**src/sv/tte_pkg.sv**
```systemverilog
// Shared types, constants and lookup functions for the timestamp text to epoch converter.
package tte_pkg;

  localparam int TTE_QUEUE_DEPTH = 4;

  localparam int FLD_COUNT  = 8;
  localparam int POS_W      = 6;
  localparam int YEAR_W     = 14;
  localparam int NARROW_W   = 7;
  localparam int SUB_W      = 10;
  localparam int CFG_IDX_W  = 2;
  localparam int CFG_DATA_W = 1;
  localparam int HMS_W      = 19;
  localparam int YD_W       = 23;
  localparam int MD_W       = 12;
  localparam int DAYS_W     = 24;
  localparam int SEC_W      = 40;
  localparam int MS_W       = 50;
  localparam int EPOCH_W    = 60;

  localparam logic [CFG_IDX_W-1:0] CFG_LAYOUT = 2'd0;
  localparam logic [CFG_IDX_W-1:0] CFG_UNIT   = 2'd1;

  localparam logic [2:0] FLD_YEAR   = 3'd0;
  localparam logic [2:0] FLD_MONTH  = 3'd1;
  localparam logic [2:0] FLD_DAY    = 3'd2;
  localparam logic [2:0] FLD_HOUR   = 3'd3;
  localparam logic [2:0] FLD_MINUTE = 3'd4;
  localparam logic [2:0] FLD_SECOND = 3'd5;
  localparam logic [2:0] FLD_MILLI  = 3'd6;
  localparam logic [2:0] FLD_MICRO  = 3'd7;

  localparam logic [7:0] CHAR_ZERO = 8'h30;
  localparam logic [7:0] CHAR_NINE = 8'h39;

  localparam logic [YEAR_W-1:0] EPOCH_YEAR         = 14'd1970;
  localparam logic [10:0]       RECIP25            = 11'd1311;
  localparam logic [8:0]        LEAPS_BEFORE_EPOCH = 9'd477;
  localparam logic [16:0]       DAY_SECONDS        = 17'd86400;
  localparam logic [SUB_W-1:0]  MICRO_PER_MILLI    = 10'd1000;

  typedef struct packed {
    logic [YEAR_W-1:0]   year;
    logic [NARROW_W-1:0] month;
    logic [NARROW_W-1:0] day;
    logic [NARROW_W-1:0] hour;
    logic [NARROW_W-1:0] minute;
    logic [NARROW_W-1:0] second;
    logic [SUB_W-1:0]    milli;
    logic [SUB_W-1:0]    micro;
  } tte_fields_t;

  typedef struct packed {
    tte_fields_t fld;
    logic        short_input;
  } tte_entry_t;

  typedef struct packed {
    logic empty;
    logic full;
  } tte_q_stat_t;

  typedef struct packed {
    logic [3:0] stage_vld;
  } tte_back_stat_t;

  // first character position of a field
  function automatic logic [POS_W-1:0] fld_start(input logic lay, input logic [2:0] idx);
    logic [POS_W-1:0] s;
    unique case (idx)
      FLD_YEAR:   s = 6'd0;
      FLD_MONTH:  s = lay ? 6'd4  : 6'd5;
      FLD_DAY:    s = lay ? 6'd6  : 6'd8;
      FLD_HOUR:   s = lay ? 6'd9  : 6'd11;
      FLD_MINUTE: s = lay ? 6'd11 : 6'd14;
      FLD_SECOND: s = lay ? 6'd13 : 6'd17;
      FLD_MILLI:  s = lay ? 6'd16 : 6'd20;
      FLD_MICRO:  s = lay ? 6'd19 : 6'd23;
    endcase
    return s;
  endfunction

  // one past the last character position of a field
  function automatic logic [POS_W-1:0] fld_end(input logic lay, input logic [2:0] idx);
    logic [POS_W-1:0] e;
    unique case (idx)
      FLD_YEAR:   e = 6'd4;
      FLD_MONTH:  e = lay ? 6'd6  : 6'd7;
      FLD_DAY:    e = lay ? 6'd8  : 6'd10;
      FLD_HOUR:   e = lay ? 6'd11 : 6'd13;
      FLD_MINUTE: e = lay ? 6'd13 : 6'd16;
      FLD_SECOND: e = lay ? 6'd15 : 6'd19;
      FLD_MILLI:  e = lay ? 6'd19 : 6'd23;
      FLD_MICRO:  e = lay ? 6'd22 : 6'd26;
    endcase
    return e;
  endfunction

  // days in the year before the month at index (month - 1), non-leap
  function automatic logic [MD_W-1:0] days_before_month(input logic [3:0] idx);
    logic [MD_W-1:0] d;
    unique case (idx)
      4'd0:    d = 12'd0;
      4'd1:    d = 12'd31;
      4'd2:    d = 12'd59;
      4'd3:    d = 12'd90;
      4'd4:    d = 12'd120;
      4'd5:    d = 12'd151;
      4'd6:    d = 12'd181;
      4'd7:    d = 12'd212;
      4'd8:    d = 12'd243;
      4'd9:    d = 12'd273;
      4'd10:   d = 12'd304;
      4'd11:   d = 12'd334;
      4'd12:   d = 12'd365;
      default: d = 12'd0;
    endcase
    return d;
  endfunction

  // v * 10 + d, wrapped to the accumulator width
  function automatic logic [YEAR_W-1:0] push_digit(input logic [YEAR_W-1:0] v,
                                                   input logic [3:0] d);
    return (v << 3) + (v << 1) + {10'd0, d};
  endfunction

endpackage

```
**src/sv/tte_if.sv**
```systemverilog
// Valid/ready channel interfaces for characters in and epoch results out.
interface tte_in_if;
  logic       valid;
  logic       ready;
  logic [7:0] text_char;
  logic       is_final;

  modport source (output valid, output text_char, output is_final, input ready);
  modport sink (input valid, input text_char, input is_final, output ready);
endinterface

interface tte_out_if;
  logic               valid;
  logic               ready;
  logic signed [59:0] epoch_count;
  logic               short_input;

  modport source (output valid, output epoch_count, output short_input, input ready);
  modport sink (input valid, input epoch_count, input short_input, output ready);
endinterface

```
**src/sv/timestamp_text_to_epoch.sv**
```systemverilog
// Top level: configuration registers, parser, queue and epoch pipeline.
//
// Accepts one timestamp character per clock on in_chan and, for the character marked
// final, delivers one word on out_chan: the count since 1970-01-01 in microseconds or
// in milliseconds truncated toward zero (cfg register 1), with fields placed by the
// extended or basic layout (cfg register 0), and short_input set with a zero count
// when the text ends before the microsecond field. The parser updates its field
// accumulators per character; a final character leaves through a QUEUE_DEPTH-entry
// queue into a pipelined back end (year-day and leap terms, day-to-second multiply,
// two times-1000 steps, output register), and results follow at up to one per cycle.
// in_chan.ready falls only while the queue is full because out_chan is being held
// off.
module timestamp_text_to_epoch #(
  parameter int QUEUE_DEPTH = tte_pkg::TTE_QUEUE_DEPTH
) (
  input  logic                            clk,
  input  logic                            rst_n,
  tte_in_if.sink                          in_chan,
  tte_out_if.source                       out_chan,
  input  logic                            cfg_we,
  input  logic [tte_pkg::CFG_IDX_W-1:0]   cfg_index,
  input  logic [tte_pkg::CFG_DATA_W-1:0]  cfg_wdata
);
  import tte_pkg::*;

  logic           layout_mode_r, layout_mode_nxt;
  logic           unit_mode_r, unit_mode_nxt;
  logic           q_push, q_pop;
  tte_entry_t     q_wdata, q_rdata;
  tte_q_stat_t    q_stat;
  tte_back_stat_t back_stat;

  always_comb begin
    layout_mode_nxt = layout_mode_r;
    unit_mode_nxt   = unit_mode_r;
    if (cfg_we) begin
      unique case (cfg_index)
        CFG_LAYOUT: layout_mode_nxt = cfg_wdata[0];
        CFG_UNIT:   unit_mode_nxt   = cfg_wdata[0];
        default:    ;
      endcase
    end
  end

  always_ff @(posedge clk) begin
    if (!rst_n) begin
      layout_mode_r <= 1'b0;
      unit_mode_r   <= 1'b0;
    end else begin
      layout_mode_r <= layout_mode_nxt;
      unit_mode_r   <= unit_mode_nxt;
    end
  end

  tte_front u_front (
    .clk         (clk),
    .rst_n       (rst_n),
    .layout_mode (layout_mode_r),
    .in_chan     (in_chan),
    .q_stat      (q_stat),
    .q_push      (q_push),
    .q_wdata     (q_wdata)
  );

  tte_queue #(
    .DEPTH (QUEUE_DEPTH)
  ) u_queue (
    .clk   (clk),
    .rst_n (rst_n),
    .push  (q_push),
    .wdata (q_wdata),
    .pop   (q_pop),
    .rdata (q_rdata),
    .stat  (q_stat)
  );

  tte_back u_back (
    .clk       (clk),
    .rst_n     (rst_n),
    .unit_mode (unit_mode_r),
    .q_stat    (q_stat),
    .q_rdata   (q_rdata),
    .q_pop     (q_pop),
    .out_chan  (out_chan),
    .stat      (back_stat)
  );

`ifndef SYNTHESIS
  a_short_zero: assert property (@(posedge clk) disable iff (!rst_n)
    out_chan.valid && out_chan.short_input |-> out_chan.epoch_count == '0)
    else $error("short text result carries a non-zero count");

  a_idle_latency: assert property (@(posedge clk) disable iff (!rst_n)
    in_chan.valid && in_chan.ready && in_chan.is_final && q_stat.empty
    && (back_stat.stage_vld == '0) && !out_chan.valid |-> ##6 out_chan.valid)
    else $error("final word through an idle back end missed its result slot");

  a_ms_range: assert property (@(posedge clk) disable iff (!rst_n)
    out_chan.valid && unit_mode_r |->
    (out_chan.epoch_count[59:49] == '0) || (out_chan.epoch_count[59:49] == '1))
    else $error("millisecond result not sign-extended");
`endif

endmodule

```
**src/sv/tte_front.sv**
```systemverilog
// Character parser: tracks position and accumulates the decimal fields of one timestamp.
module tte_front (
  input  logic                 clk,
  input  logic                 rst_n,
  input  logic                 layout_mode,
  tte_in_if.sink               in_chan,
  input  tte_pkg::tte_q_stat_t q_stat,
  output logic                 q_push,
  output tte_pkg::tte_entry_t  q_wdata
);
  import tte_pkg::*;

  logic [POS_W-1:0] pos_r, pos_nxt;
  tte_fields_t      fld_r, fld_nxt, fld_upd;
  logic             stopped_r, stopped_nxt, stopped_upd;
  logic             accept;
  logic             act_vld;
  logic [2:0]       act_idx;
  logic             at_start;
  logic             is_digit;
  logic [3:0]       dval;
  logic             stop_eff;

  assign in_chan.ready = ~q_stat.full;
  assign accept        = in_chan.valid & in_chan.ready;

  always_comb begin
    act_vld  = 1'b0;
    act_idx  = FLD_YEAR;
    at_start = 1'b0;
    for (int f = 0; f < FLD_COUNT; f++) begin
      if ((pos_r >= fld_start(layout_mode, 3'(f))) && (pos_r < fld_end(layout_mode, 3'(f)))) begin
        act_vld  = 1'b1;
        act_idx  = 3'(f);
        at_start = (pos_r == fld_start(layout_mode, 3'(f)));
      end
    end

    is_digit = (in_chan.text_char >= CHAR_ZERO) && (in_chan.text_char <= CHAR_NINE);
    dval     = 4'(in_chan.text_char - CHAR_ZERO);
    stop_eff = at_start ? 1'b0 : stopped_r;

    fld_upd     = fld_r;
    stopped_upd = stopped_r;
    if (act_vld) begin
      // a non-digit closes the field until the next field starts
      stopped_upd = stop_eff | ~is_digit;
      if (is_digit && !stop_eff) begin
        unique case (act_idx)
          FLD_YEAR:   fld_upd.year   = push_digit(fld_r.year, dval);
          FLD_MONTH:  fld_upd.month  = NARROW_W'(push_digit({7'd0, fld_r.month}, dval));
          FLD_DAY:    fld_upd.day    = NARROW_W'(push_digit({7'd0, fld_r.day}, dval));
          FLD_HOUR:   fld_upd.hour   = NARROW_W'(push_digit({7'd0, fld_r.hour}, dval));
          FLD_MINUTE: fld_upd.minute = NARROW_W'(push_digit({7'd0, fld_r.minute}, dval));
          FLD_SECOND: fld_upd.second = NARROW_W'(push_digit({7'd0, fld_r.second}, dval));
          FLD_MILLI:  fld_upd.milli  = SUB_W'(push_digit({4'd0, fld_r.milli}, dval));
          FLD_MICRO:  fld_upd.micro  = SUB_W'(push_digit({4'd0, fld_r.micro}, dval));
        endcase
      end
    end

    if (in_chan.is_final) begin
      pos_nxt     = '0;
      fld_nxt     = '0;
      stopped_nxt = 1'b0;
    end else begin
      pos_nxt     = (pos_r == {POS_W{1'b1}}) ? pos_r : pos_r + 6'd1;
      fld_nxt     = fld_upd;
      stopped_nxt = stopped_upd;
    end
  end

  assign q_push              = accept & in_chan.is_final;
  assign q_wdata.fld         = fld_upd;
  assign q_wdata.short_input = ({1'b0, pos_r} + 7'd1) < {1'b0, fld_start(layout_mode, FLD_MICRO)};

  always_ff @(posedge clk) begin
    if (!rst_n) begin
      pos_r     <= '0;
      fld_r     <= '0;
      stopped_r <= 1'b0;
    end else if (accept) begin
      pos_r     <= pos_nxt;
      fld_r     <= fld_nxt;
      stopped_r <= stopped_nxt;
    end
  end

endmodule

```
**src/sv/tte_queue.sv**
```systemverilog
// Short queue of parsed timestamps between the parser and the epoch pipeline.
module tte_queue #(
  parameter int DEPTH = tte_pkg::TTE_QUEUE_DEPTH
) (
  input  logic                 clk,
  input  logic                 rst_n,
  input  logic                 push,
  input  tte_pkg::tte_entry_t  wdata,
  input  logic                 pop,
  output tte_pkg::tte_entry_t  rdata,
  output tte_pkg::tte_q_stat_t stat
);
  import tte_pkg::*;

  localparam int PTR_W = (DEPTH > 1) ? $clog2(DEPTH) : 1;
  localparam int CNT_W = $clog2(DEPTH + 1);

  tte_entry_t       ent_r [DEPTH];
  logic [PTR_W-1:0] wr_ptr_r, wr_ptr_nxt;
  logic [PTR_W-1:0] rd_ptr_r, rd_ptr_nxt;
  logic [CNT_W-1:0] cnt_r, cnt_nxt;
  logic             push_ok, pop_ok;

  assign stat.empty = (cnt_r == '0);
  assign stat.full  = (cnt_r == CNT_W'(DEPTH));
  assign push_ok    = push & ~stat.full;
  assign pop_ok     = pop & ~stat.empty;
  assign rdata      = ent_r[rd_ptr_r];

  always_comb begin
    wr_ptr_nxt = wr_ptr_r;
    rd_ptr_nxt = rd_ptr_r;
    cnt_nxt    = cnt_r;
    if (push_ok) begin
      wr_ptr_nxt = (wr_ptr_r == PTR_W'(DEPTH - 1)) ? '0 : wr_ptr_r + PTR_W'(1);
    end
    if (pop_ok) begin
      rd_ptr_nxt = (rd_ptr_r == PTR_W'(DEPTH - 1)) ? '0 : rd_ptr_r + PTR_W'(1);
    end
    unique case ({push_ok, pop_ok})
      2'b10:   cnt_nxt = cnt_r + CNT_W'(1);
      2'b01:   cnt_nxt = cnt_r - CNT_W'(1);
      default: cnt_nxt = cnt_r;
    endcase
  end

  always_ff @(posedge clk) begin
    if (!rst_n) begin
      wr_ptr_r <= '0;
      rd_ptr_r <= '0;
      cnt_r    <= '0;
    end else begin
      wr_ptr_r <= wr_ptr_nxt;
      rd_ptr_r <= rd_ptr_nxt;
      cnt_r    <= cnt_nxt;
    end
  end

  always_ff @(posedge clk) begin
    if (push_ok) begin
      ent_r[wr_ptr_r] <= wdata;
    end
  end

endmodule

```
**src/sv/tte_back.sv**
```systemverilog
// Epoch pipeline: day count, seconds, milliseconds and microseconds, with an output register.
module tte_back (
  input  logic                    clk,
  input  logic                    rst_n,
  input  logic                    unit_mode,
  input  tte_pkg::tte_q_stat_t    q_stat,
  input  tte_pkg::tte_entry_t     q_rdata,
  output logic                    q_pop,
  tte_out_if.source               out_chan,
  output tte_pkg::tte_back_stat_t stat
);
  import tte_pkg::*;

  logic advance;

  // stage 1: divisions by 100 through a reciprocal, time of day in seconds
  logic                s1_vld_r;
  logic                s1_short_r;
  logic [YEAR_W-1:0]   s1_year_r;
  logic [NARROW_W-1:0] s1_month_r, s1_day_r;
  logic [SUB_W-1:0]    s1_milli_r, s1_micro_r;
  logic [11:0]         s1_qy_r, s1_qp_r;
  logic [7:0]          s1_cy_r, s1_cy_nxt, s1_cp_r, s1_cp_nxt;
  logic [HMS_W-1:0]    s1_hms_r, s1_hms_nxt;
  logic [YEAR_W-1:0]   year_m1;
  logic [22:0]         prod_y, prod_p;

  // stage 2: day count
  logic                s2_vld_r;
  logic                s2_short_r;
  logic [DAYS_W-1:0]   s2_days_r, s2_days_nxt;
  logic [HMS_W-1:0]    s2_hms_r;
  logic [SUB_W-1:0]    s2_milli_r, s2_micro_r;
  logic [11:0]         c25;
  logic                leap;
  logic [YEAR_W-1:0]   year_off;
  logic [YD_W-1:0]     yd;
  logic [MD_W-1:0]     md;

  // stage 3: seconds
  logic                s3_vld_r;
  logic                s3_short_r;
  logic [SEC_W-1:0]    s3_sec_r, s3_sec_nxt;
  logic [SUB_W-1:0]    s3_milli_r, s3_micro_r;

  // stage 4: milliseconds
  logic                s4_vld_r;
  logic                s4_short_r;
  logic [MS_W-1:0]     s4_ms_r, s4_ms_nxt;
  logic [SUB_W-1:0]    s4_micro_r;
  logic [MS_W-1:0]     sec_ext;

  // output
  logic                out_vld_r;
  logic [EPOCH_W-1:0]  out_epoch_r, out_epoch_nxt;
  logic                out_short_r;
  logic [EPOCH_W-1:0]  ms_ext, us_val;
  logic [MS_W-1:0]     ms_adj;
  logic [1:0]          ms_inc;

  assign advance = ~out_vld_r | out_chan.ready;
  assign q_pop   = advance & ~q_stat.empty;

  assign out_chan.valid       = out_vld_r;
  assign out_chan.epoch_count = out_epoch_r;
  assign out_chan.short_input = out_short_r;
  assign stat.stage_vld       = {s4_vld_r, s3_vld_r, s2_vld_r, s1_vld_r};

  always_comb begin
    year_m1    = q_rdata.fld.year - 14'd1;
    // floor(q / 25) = (q * 1311) >> 15 for every 12-bit q
    prod_y     = 23'(q_rdata.fld.year[13:2]) * 23'(RECIP25);
    prod_p     = 23'(year_m1[13:2]) * 23'(RECIP25);
    s1_cy_nxt  = prod_y[22:15];
    s1_cp_nxt  = prod_p[22:15];
    s1_hms_nxt = HMS_W'(q_rdata.fld.hour) * HMS_W'(3600)
               + HMS_W'(q_rdata.fld.minute) * HMS_W'(60)
               + HMS_W'(q_rdata.fld.second);
  end

  always_comb begin
    c25  = {s1_cy_r, 4'd0} + {1'b0, s1_cy_r, 3'd0} + {4'd0, s1_cy_r};
    // divisible by four, and either not by 100 or also by 400
    leap = (s1_year_r[1:0] == 2'd0) && ((s1_qy_r != c25) || (s1_cy_r[1:0] == 2'd0));

    year_off = s1_year_r - EPOCH_YEAR;
    if (s1_year_r > EPOCH_YEAR) begin
      yd = YD_W'(year_off) * YD_W'(365) + YD_W'(s1_qp_r) - YD_W'(s1_cp_r)
         + YD_W'(s1_cp_r[7:2]) - YD_W'(LEAPS_BEFORE_EPOCH);
    end else begin
      yd = '0;
    end

    priority if (s1_month_r < 7'd2) begin
      md = '0;
    end else if (s1_month_r <= 7'd13) begin
      md = days_before_month(4'(s1_month_r - 7'd1));
    end else begin
      // every month after December counts 31 days
      md = 12'd365 + MD_W'(s1_month_r - 7'd13) * 12'd31;
    end
    if ((s1_month_r > 7'd2) && leap) begin
      md = md + 12'd1;
    end

    s2_days_nxt = DAYS_W'(yd) + DAYS_W'(md) + DAYS_W'(s1_day_r) - DAYS_W'(1);
  end

  always_comb begin
    s3_sec_nxt = {{(SEC_W - DAYS_W){s2_days_r[DAYS_W-1]}}, s2_days_r} * SEC_W'(DAY_SECONDS)
               + SEC_W'(s2_hms_r);
  end

  always_comb begin
    sec_ext   = {{(MS_W - SEC_W){s3_sec_r[SEC_W-1]}}, s3_sec_r};
    s4_ms_nxt = (sec_ext << 10) - (sec_ext << 4) - (sec_ext << 3) + MS_W'(s3_milli_r);
  end

  always_comb begin
    ms_ext = {{(EPOCH_W - MS_W){s4_ms_r[MS_W-1]}}, s4_ms_r};
    us_val = (ms_ext << 10) - (ms_ext << 4) - (ms_ext << 3) + EPOCH_W'(s4_micro_r);

    // truncate toward zero: floor for a non-negative count, ceiling otherwise
    priority if (!s4_ms_r[MS_W-1]) begin
      ms_inc = (s4_micro_r >= MICRO_PER_MILLI) ? 2'd1 : 2'd0;
    end else if (&s4_ms_r) begin
      ms_inc = (s4_micro_r != '0) ? 2'd1 : 2'd0;
    end else if (s4_micro_r == '0) begin
      ms_inc = 2'd0;
    end else if (s4_micro_r <= MICRO_PER_MILLI) begin
      ms_inc = 2'd1;
    end else begin
      ms_inc = 2'd2;
    end
    ms_adj = s4_ms_r + MS_W'(ms_inc);

    priority if (s4_short_r) begin
      out_epoch_nxt = '0;
    end else if (unit_mode) begin
      out_epoch_nxt = {{(EPOCH_W - MS_W){ms_adj[MS_W-1]}}, ms_adj};
    end else begin
      out_epoch_nxt = us_val;
    end
  end

  always_ff @(posedge clk) begin
    if (!rst_n) begin
      s1_vld_r  <= 1'b0;
      s2_vld_r  <= 1'b0;
      s3_vld_r  <= 1'b0;
      s4_vld_r  <= 1'b0;
      out_vld_r <= 1'b0;
    end else if (advance) begin
      s1_vld_r  <= q_pop;
      s2_vld_r  <= s1_vld_r;
      s3_vld_r  <= s2_vld_r;
      s4_vld_r  <= s3_vld_r;
      out_vld_r <= s4_vld_r;
    end
  end

  always_ff @(posedge clk) begin
    if (advance) begin
      s1_short_r  <= q_rdata.short_input;
      s1_year_r   <= q_rdata.fld.year;
      s1_month_r  <= q_rdata.fld.month;
      s1_day_r    <= q_rdata.fld.day;
      s1_milli_r  <= q_rdata.fld.milli;
      s1_micro_r  <= q_rdata.fld.micro;
      s1_qy_r     <= q_rdata.fld.year[13:2];
      s1_qp_r     <= year_m1[13:2];
      s1_cy_r     <= s1_cy_nxt;
      s1_cp_r     <= s1_cp_nxt;
      s1_hms_r    <= s1_hms_nxt;

      s2_short_r  <= s1_short_r;
      s2_days_r   <= s2_days_nxt;
      s2_hms_r    <= s1_hms_r;
      s2_milli_r  <= s1_milli_r;
      s2_micro_r  <= s1_micro_r;

      s3_short_r  <= s2_short_r;
      s3_sec_r    <= s3_sec_nxt;
      s3_milli_r  <= s2_milli_r;
      s3_micro_r  <= s2_micro_r;

      s4_short_r  <= s3_short_r;
      s4_ms_r     <= s4_ms_nxt;
      s4_micro_r  <= s3_micro_r;

      out_short_r <= s4_short_r;
      out_epoch_r <= out_epoch_nxt;
    end
  end

endmodule

```
**src/flat_wrapper.sv**
```systemverilog
// flat-port wrapper written by rule: the top's interface ports become plain ports
module timestamp_text_to_epoch_flat import tte_pkg::*;
#(
  parameter int QUEUE_DEPTH = tte_pkg::TTE_QUEUE_DEPTH
)
  (clk, rst_n, cfg_we, cfg_index, cfg_wdata, in_chan_valid, in_chan_text_char, in_chan_is_final, in_chan_ready, out_chan_valid, out_chan_epoch_count, out_chan_short_input, out_chan_ready);
  tte_in_if in_chan_i ();
  tte_out_if out_chan_i ();
  input  logic clk;
  input  logic rst_n;
  input  logic cfg_we;
  input  logic [tte_pkg::CFG_IDX_W-1:0] cfg_index;
  input  logic [tte_pkg::CFG_DATA_W-1:0] cfg_wdata;
  input wire logic [$bits(in_chan_i.valid)-1:0] in_chan_valid;
  input wire logic [$bits(in_chan_i.text_char)-1:0] in_chan_text_char;
  input wire logic [$bits(in_chan_i.is_final)-1:0] in_chan_is_final;
  output wire logic [$bits(in_chan_i.ready)-1:0] in_chan_ready;
  output wire logic [$bits(out_chan_i.valid)-1:0] out_chan_valid;
  output wire logic [$bits(out_chan_i.epoch_count)-1:0] out_chan_epoch_count;
  output wire logic [$bits(out_chan_i.short_input)-1:0] out_chan_short_input;
  input wire logic [$bits(out_chan_i.ready)-1:0] out_chan_ready;
  assign in_chan_i.valid = in_chan_valid;
  assign in_chan_i.text_char = in_chan_text_char;
  assign in_chan_i.is_final = in_chan_is_final;
  assign in_chan_ready = in_chan_i.ready;
  assign out_chan_valid = out_chan_i.valid;
  assign out_chan_epoch_count = out_chan_i.epoch_count;
  assign out_chan_short_input = out_chan_i.short_input;
  assign out_chan_i.ready = out_chan_ready;
  timestamp_text_to_epoch #(.QUEUE_DEPTH(QUEUE_DEPTH)) u_core (.clk(clk), .rst_n(rst_n), .in_chan(in_chan_i), .out_chan(out_chan_i), .cfg_we(cfg_we), .cfg_index(cfg_index), .cfg_wdata(cfg_wdata));
endmodule
```
**config.mk**
```make
export PLATFORM = sky130hd
export DESIGN_NAME = timestamp_text_to_epoch_flat
export DESIGN_NICKNAME = d
export VERILOG_FILES = /design/src/sv/tte_pkg.sv /design/src/sv/tte_if.sv /design/src/sv/timestamp_text_to_epoch.sv /design/src/sv/tte_front.sv /design/src/sv/tte_queue.sv /design/src/sv/tte_back.sv /design/src/flat_wrapper.sv
export SDC_FILE = /design/constraint.sdc
export NUM_CORES = 2
export LEC_CHECK = 0
export ABC_AREA = 1
export BUFFER_PORTS_ARGS = -buffer_cell sky130_fd_sc_hd__buf_2
export CORE_MARGIN = 2
export CORE_UTILIZATION = 30
export CTS_CLUSTER_SIZE = 30
export DETAILED_ROUTE_END_ITERATION = 6
export PLACE_DENSITY = 0.41
export SLEW_MARGIN = 20
export SYNTH_ARGS = -nofsm -noshare
export SYNTH_HDL_FRONTEND = slang
export SYNTH_SLANG_ARGS = --single-unit
```
**constraint.sdc**
```tcl
create_clock -name clk -period 15.8 [get_ports clk]
set_input_delay 0.79 -clock clk [delete_from_list [all_inputs] [get_ports clk]]
set_output_delay 0.79 -clock clk [all_outputs]
set_load 0.005 [all_outputs]
```
==> Word-level counts from Yosys, hierarchy flattened <==
Memories as Yosys holds them, arrays and structs flattened. A register that Yosys moved wholly into a read port is not among the register bits.
Cells that the tools add are included.
Widths: inputs -> output; s select.
{ "word_totals": {"input_bits": 17, "mem_bits_ro": 144, "ramBits": 280, "out_inout_bits": 63, "mem_count": 2, "register_bits": 445, "elab_cells": 268} }
{ "mem_list": {"columns": ["name", "depth", "width", "read_ports", "rd_ports_with_merged_regs", "write_ports", "line", "source"], "rows": [
  ["u_core.u_queue.ent_r", 4, 70, 1, 1, 1, "tte_queue.sv:18", "tte_entry_t ent_r [DEPTH];"],
  ["(no name shown)", 16, 9, 1, 0, 0, "tte_pkg.sv:102", "unique case (idx)"]
]} }
{ "op_classes": {"bitwise": 11, "n_mul": 7, "magnitude_cmp": 25, "add_sub_neg": 48, "n_eq_ne": 24, "muxes": 78, "n_reduce_logical": 28} }
{ "ops": {"columns": ["cell", "n"], "rows": [
  ["$mux 69", 3],
  ["$sub 60x60->60", 2],
  ["$sub 50x50->50", 2],
  ["$add 60x10->60", 1],
  ["$mux 6", 10],
  ["$mux 60", 1],
  ["$add 50x10->50", 1],
  ["$add 50x2->50", 1],
  ["$reduce_and 50->1", 1],
  ["$eq 6x6->1", 8],
  ["$mul 12x11->23 const B", 2],
  ["$ge 6x6->1", 7],
  ["$add 40x19->40", 1],
  ["$mul 40x10->33 const B", 1],
  ["$mux 12", 3],
  ["$add 7x4->7", 5],
  ["$add 7x7->7", 5],
  ["$mux 7", 5],
  ["$mux 1", 26],
  ["$add 23x12->24", 1],
  ["$add 24x7->24", 1],
  ["$mux 2", 12],
  ["$mux 3", 8],
  ["$sub 24x1->24 const B", 1],
  ["other kinds (68)", 113]
]} }

==> Depth between registers and ports, before layout <==
{ "depth": {"depth_word": 18, "depth_mapped": 45, "ltp_nobuf": 45} }

==> Modules after synthesis <==
From an unflattened synthesis, not the netlist that was laid out.
{ "unflattened": {"cells_unflattened": 7493, "area_unflattened_um2": 64714.6} }
{ "by_module_without_submodules": {"columns": ["mod", "n_inst", "cells_per_inst", "area_per_inst_um2", "seq_area_each_um2"], "rows": [
  ["tte_back", 1, 5528, 45188.3, 10400.0],
  ["tte_queue", 1, 746, 11446.0, 8588.2],
  ["tte_front", 1, 1204, 7982.7, 1521.5],
  ["timestamp_text_to_epoch", 1, 15, 97.6, 40.0]
]} }

==> Worst setup path before layout <==
OpenSTA, ideal clock, no wires.
{ "synth_timing": {"path_kind": "in2reg", "startpoint": "in out_chan_ready", "endpoint": "reg u_core.u_back.out_epoch_r[0], in the netlist u_core.u_back.out_chan.epoch_count[0] (enable)", "n_path_buf": 0, "path_stages": 2, "path_slack_ns": 7.564, "t_required_ns": 15.105, "arrival_time_ns": 7.541, "setup_time_ns": 0.695, "path_cell_list": "nor2_1 > inv_1"} }
{ "synth_via": {"elab_chain_len": 1} }
{ "synth_lines": {"columns": ["item", "line", "source"], "rows": [
  ["from (decl)", "flat_wrapper.sv:21", "input wire logic [$bits(out_chan_i.ready)-1:0] out_chan_ready;"],
  ["$or 1x1->1", "tte_back.sv:61", "assign advance = ~out_vld_r | out_chan.ready;"],
  ["to (signal assigned)", "tte_back.sv:192", "out_epoch_r <= out_epoch_nxt;"],
  ["to (decl)", "tte_back.sv:55", "logic [EPOCH_W-1:0] out_epoch_r, out_epoch_nxt;"]
]} }
No other way between the ends.
A chain may end at the register's enable or synchronous reset.

==> Worst setup path in the final report <==
{ "layout_timing": {"startpoint": "reg u_core.u_back.s1_month_r[1]", "endpoint": "reg u_core.u_back.s2_days_r[23], data pin"} }
{ "layout_via": {"elab_chain_len": 10, "elab_cells_between_ends": 16, "classes_between": "add/sub (7); mul (1); order compare (3); mux (3); reduce/logical (1); memory (1)"} }
{ "layout_lines": {"columns": ["item", "line", "source"], "rows": [
  ["from (decl)", "tte_back.sv:20", "logic [NARROW_W-1:0] s1_month_r, s1_day_r;"],
  ["from (signal assigned)", "tte_back.sv:166", "s1_month_r <= q_rdata.fld.month;"],
  ["$sub 7x4->8", "tte_back.sv:100", "md = 12'd365 + MD_W'(s1_month_r - 7'd13) * 12'd31;"],
  ["$mul 8x6->12", "tte_back.sv:100", null],
  ["$add 9x12->12", "tte_back.sv:100", null],
  ["$mux 12", "tte_back.sv:96", "end else if (s1_month_r <= 7'd13) begin"],
  ["$mux 12", "tte_back.sv:94", "priority if (s1_month_r < 7'd2) begin"],
  ["$add 12x1->12", "tte_back.sv:103", "md = md + 12'd1;"],
  ["$mux 12 (*)", "tte_back.sv:102", "if ((s1_month_r > 7'd2) && leap) begin"],
  ["$add 23x12->24 (*)", "tte_back.sv:106", "s2_days_nxt = DAYS_W'(yd) + DAYS_W'(md) + DAYS_W'(s1_day_r) - DAYS_W'(1);"],
  ["$add 24x7->24 (*)", "tte_back.sv:106", null],
  ["$sub 24x1->24 (*)", "tte_back.sv:106", null],
  ["named net u_core.u_back.s2_days_nxt[23]", "tte_back.sv:31", "logic [DAYS_W-1:0] s2_days_r, s2_days_nxt;"],
  ["to (signal assigned)", "tte_back.sv:177", "s2_days_r <= s2_days_nxt;"],
  ["to (decl)", "tte_back.sv:31", null]
]} }
The timed path passes the listed nets; every way through them passes the cells marked *.

==> out/results.txt <==
initial antenna violation count -> 6
share of post-route cells with drive strength above 1 -> 0.0527
clock tree root driver cell -> clkbuf_16
ys async rst share -> 0
H-tree Lvls -> 3
Die W -> 460 um
min-delay worst type -> input port to register
Die Area -> 0.212 mm2
TritonCTS clock tree -> yes
worst-case clock buffer depth -> 3
slowest cell on the critical path -> edfxtp_1
Worst Path Max Fanout -> 11
worst-margin pin slew -> 1030 ps
CTS clock-pin slew for the worst setup and hold paths -> 50 ps
port bufs -> 79
HPWL Detailed -> 129000 um
clock buffer count from CTS -> 88
crit path capture type -> register
most frequent CP cell -> inv_1
fmax -> 0.117 GHz
global placement routability congestion -> 0.865
area leader, netlist -> edfxtp_1
grt ovf -> 0
core area -> 0.207 mm2
largest net degree at the start of global routing -> 94
Post-Syn Nets -> 8262
Post-CTS Setup Repair Bufs -> 0
Yosys top cell area share -> 0.300
drt drc -> 0
setup TNS after final layout -> 0 ps
Rel. slew slack -> 0.310
Avg Cell Area, Syn -> 8.84 um2
final antenna-violating net count -> 0
synth top area cells -> edfxtp_1 (30%), ha_1 (16%), fa_1 (12%)
Total GRT Usage -> 0.157
starting density of the core -> 0.302
first-pass GRT wire length -> 265000 um
layout net count -> 8351
Synth cell types -> 66
Worst Setup Path Type -> register to register
final worst-path cycle share -> 0.539
row count -> 167
Total Wirelength -> 166000 um
CP max stage delay -> 550 ps
Seq cells post-synth -> 715
EDFF count, synth -> 623
Mapped Cells -> 7054
Slew Limit Fails -> 0
Post-CTS Resized -> 0
vias in the first global route -> 47000
Worst R2R Setup Slack -> 7280 ps
Post-synth top flop -> edfxtp_1
final core occ -> 0.333
Die Span Y -> 460 um
clock skew -> 85.4 ps
Arr. time, crit path -> 8960 ps
Max Cap Viol -> 0
Clk Latency, worst-skew pair -> 740 ps
commonest cells in the synthesized netlist -> inv_1 (1236), nand2_1 (1185), ha_1 (821), edfxtp_1 (623), a21oi_1 (523)
Fillers -> 21600
WL/cell -> 16.7 um
CP Launch Type -> register
status -> finished clean
Mapped Area -> 0.0624 mm2
crit path time final -> 8520 ps
Vias/cell -> 4.64
Seq/Total Area, Yosys -> 0.329
synth warn -> 0
CTS hold repair buffers -> 0
detailed-route via count -> 46100
unrepaired setup endpoints after global routing -> false
endpoints failing setup -> 0
CP required -> 16230 ps
clk sinks -> 715
total iterations of the first detailed-routing run -> 5
First DRT Iteration DRCs -> 2430
Synth-to-Final Area Change -> 10.4%
Hold Violations, Final -> 0
IO Pins -> 80
top-count cell post-synth -> inv_1
## layout make-up
| cell class | instances | area (um2) | share of cell area |
|---|---|---|---|
| repair buffers | 119 | 701 | 0.0102 |
| flip-flops and latches | 715 | 20600 | 0.298 |
| clock inverters | 50 | 554 | 0.00805 |
| inverters | 1294 | 4870 | 0.0707 |
| diodes | 3 | 7.51 | 0.000109 |
| clock buffers | 112 | 2350 | 0.0341 |
| well taps | 2704 | 3380 | 0.0491 |
| multi-input cells | 4925 | 36500 | 0.529 |
## state kept, by name (all words and copies together), names as in the netlist, 3 cells and up, named ones only
name                                flops
u_core.u_back.s4_micro_r               10
u_core.u_back.s1_milli_r               10
u_core.u_back.s1_cy_r                   8
u_core.u_queue.ent_r                  280
u_core.u_back.s2_hms_r                 19
u_core.u_back.s1_year_r                14
u_core.u_back.s1_cp_r                   8
u_core.u_back.s1_micro_r               10
u_core.u_back.out_chan.epoch_count     60
u_core.u_back.s3_milli_r               10
u_core.u_back.s3_sec_r                 40
u_core.u_back.s2_days_r                24
u_core.u_back.s4_ms_r                  50
u_core.u_back.s1_day_r                  7
u_core.u_queue.cnt_r                    3
u_core.u_back.s2_milli_r               10
u_core.u_back.s1_month_r                7
u_core.u_front.pos_r                    6
u_core.u_back.s2_micro_r               10
u_core.u_back.s3_micro_r               10
u_core.u_back.s1_hms_r                 19
u_core.u_front.fld_r                   69
u_core.u_back.s1_qp_r                  12
## critical path, delay by kind of cell (launching register included)
| family | cells | cell delay, ps |
|---|---|---|
| fa+ha+maj | 10 | 3500 |
| compound gates | 9 | 1570 |
| simple gates | 13 | 1320 |
| buf+inv | 8 | 720 |
| xor+xnor | 3 | 650 |
| flops | 1 | 550 |
## kinds of logic (layout without fill, tap and decap cells)
family	after synthesis	in the layout	synth area share
AOI/OAI and AO/OA	1255	1255	0.112
adders and majority gates	1191	1191	0.283
muxes	6	6	0.000963
other	0	3	0
and+or+nand+nor	2172	2172	0.145
buffers and inverters	1414	1575	0.0868
xor gates and xnor gates	301	301	0.0423
DFF	715	715	0.329
## worst paths after layout
path / endpoint / depth (start not counted) / startpoint
setup / recovery: u_core.u_back.s2_days_r[23]$_DFFE_PN_ / 43 / u_core.u_back.s1_month_r[1]$_DFFE_PN_
hold / removal: u_core.layout_mode_r$_SDFFE_PN0P_ / 2 / cfg_wdata
setup reg to reg: u_core.u_back.s2_days_r[23]$_DFFE_PN_ / 43 / u_core.u_back.s1_month_r[1]$_DFFE_PN_
hold reg to reg: u_core.u_back.s3_micro_r[6]$_DFFE_PN_ / 0 / u_core.u_back.s2_micro_r[6]$_DFFE_PN_
## cell usage in the layout (no fill, tap or decap), types with 67 or more instances in the layout
cell / synthesis / final
xnor2_1: 106 / 106
o21ai_0: 377 / 377
dfxtp_1: 92 / 89
nand2_1: 1185 / 1184
nor2_1: 510 / 505
nand3_1: 267 / 267
xor2_1: 195 / 195
fa_1: 370 / 370
buf_2: 18 / 80
ha_1: 821 / 821
a21oi_1: 523 / 523
o21ai_1: 67 / 67
edfxtp_1: 623 / 623
clkbuf_16: 0 / 88
inv_1: 1236 / 1234
## through the flow
step           cell area, um2  instances  worst slack, ps  hold WS (ps)
6_report                68900       9922             7280           349
5_1_grt                 68900       9921             6380           324
4_1_cts                 68900       9918             7190           261
3_5_place_dp            66000       9756             7170           405
3_3_place_gp            66000       9756             7140           400
2_1_floorplan           62400       7054             7560           400
## routing by layer
layer  wire [um]  track usage
met1       80100        0.215
met2       76500        0.264
met3        5470       0.0193
met4        3500       0.0361
met5          13            0
Power is left out: the tool's default activity adds up to more than one toggle a clock period on the data nets, which glitch-free logic cannot reach.
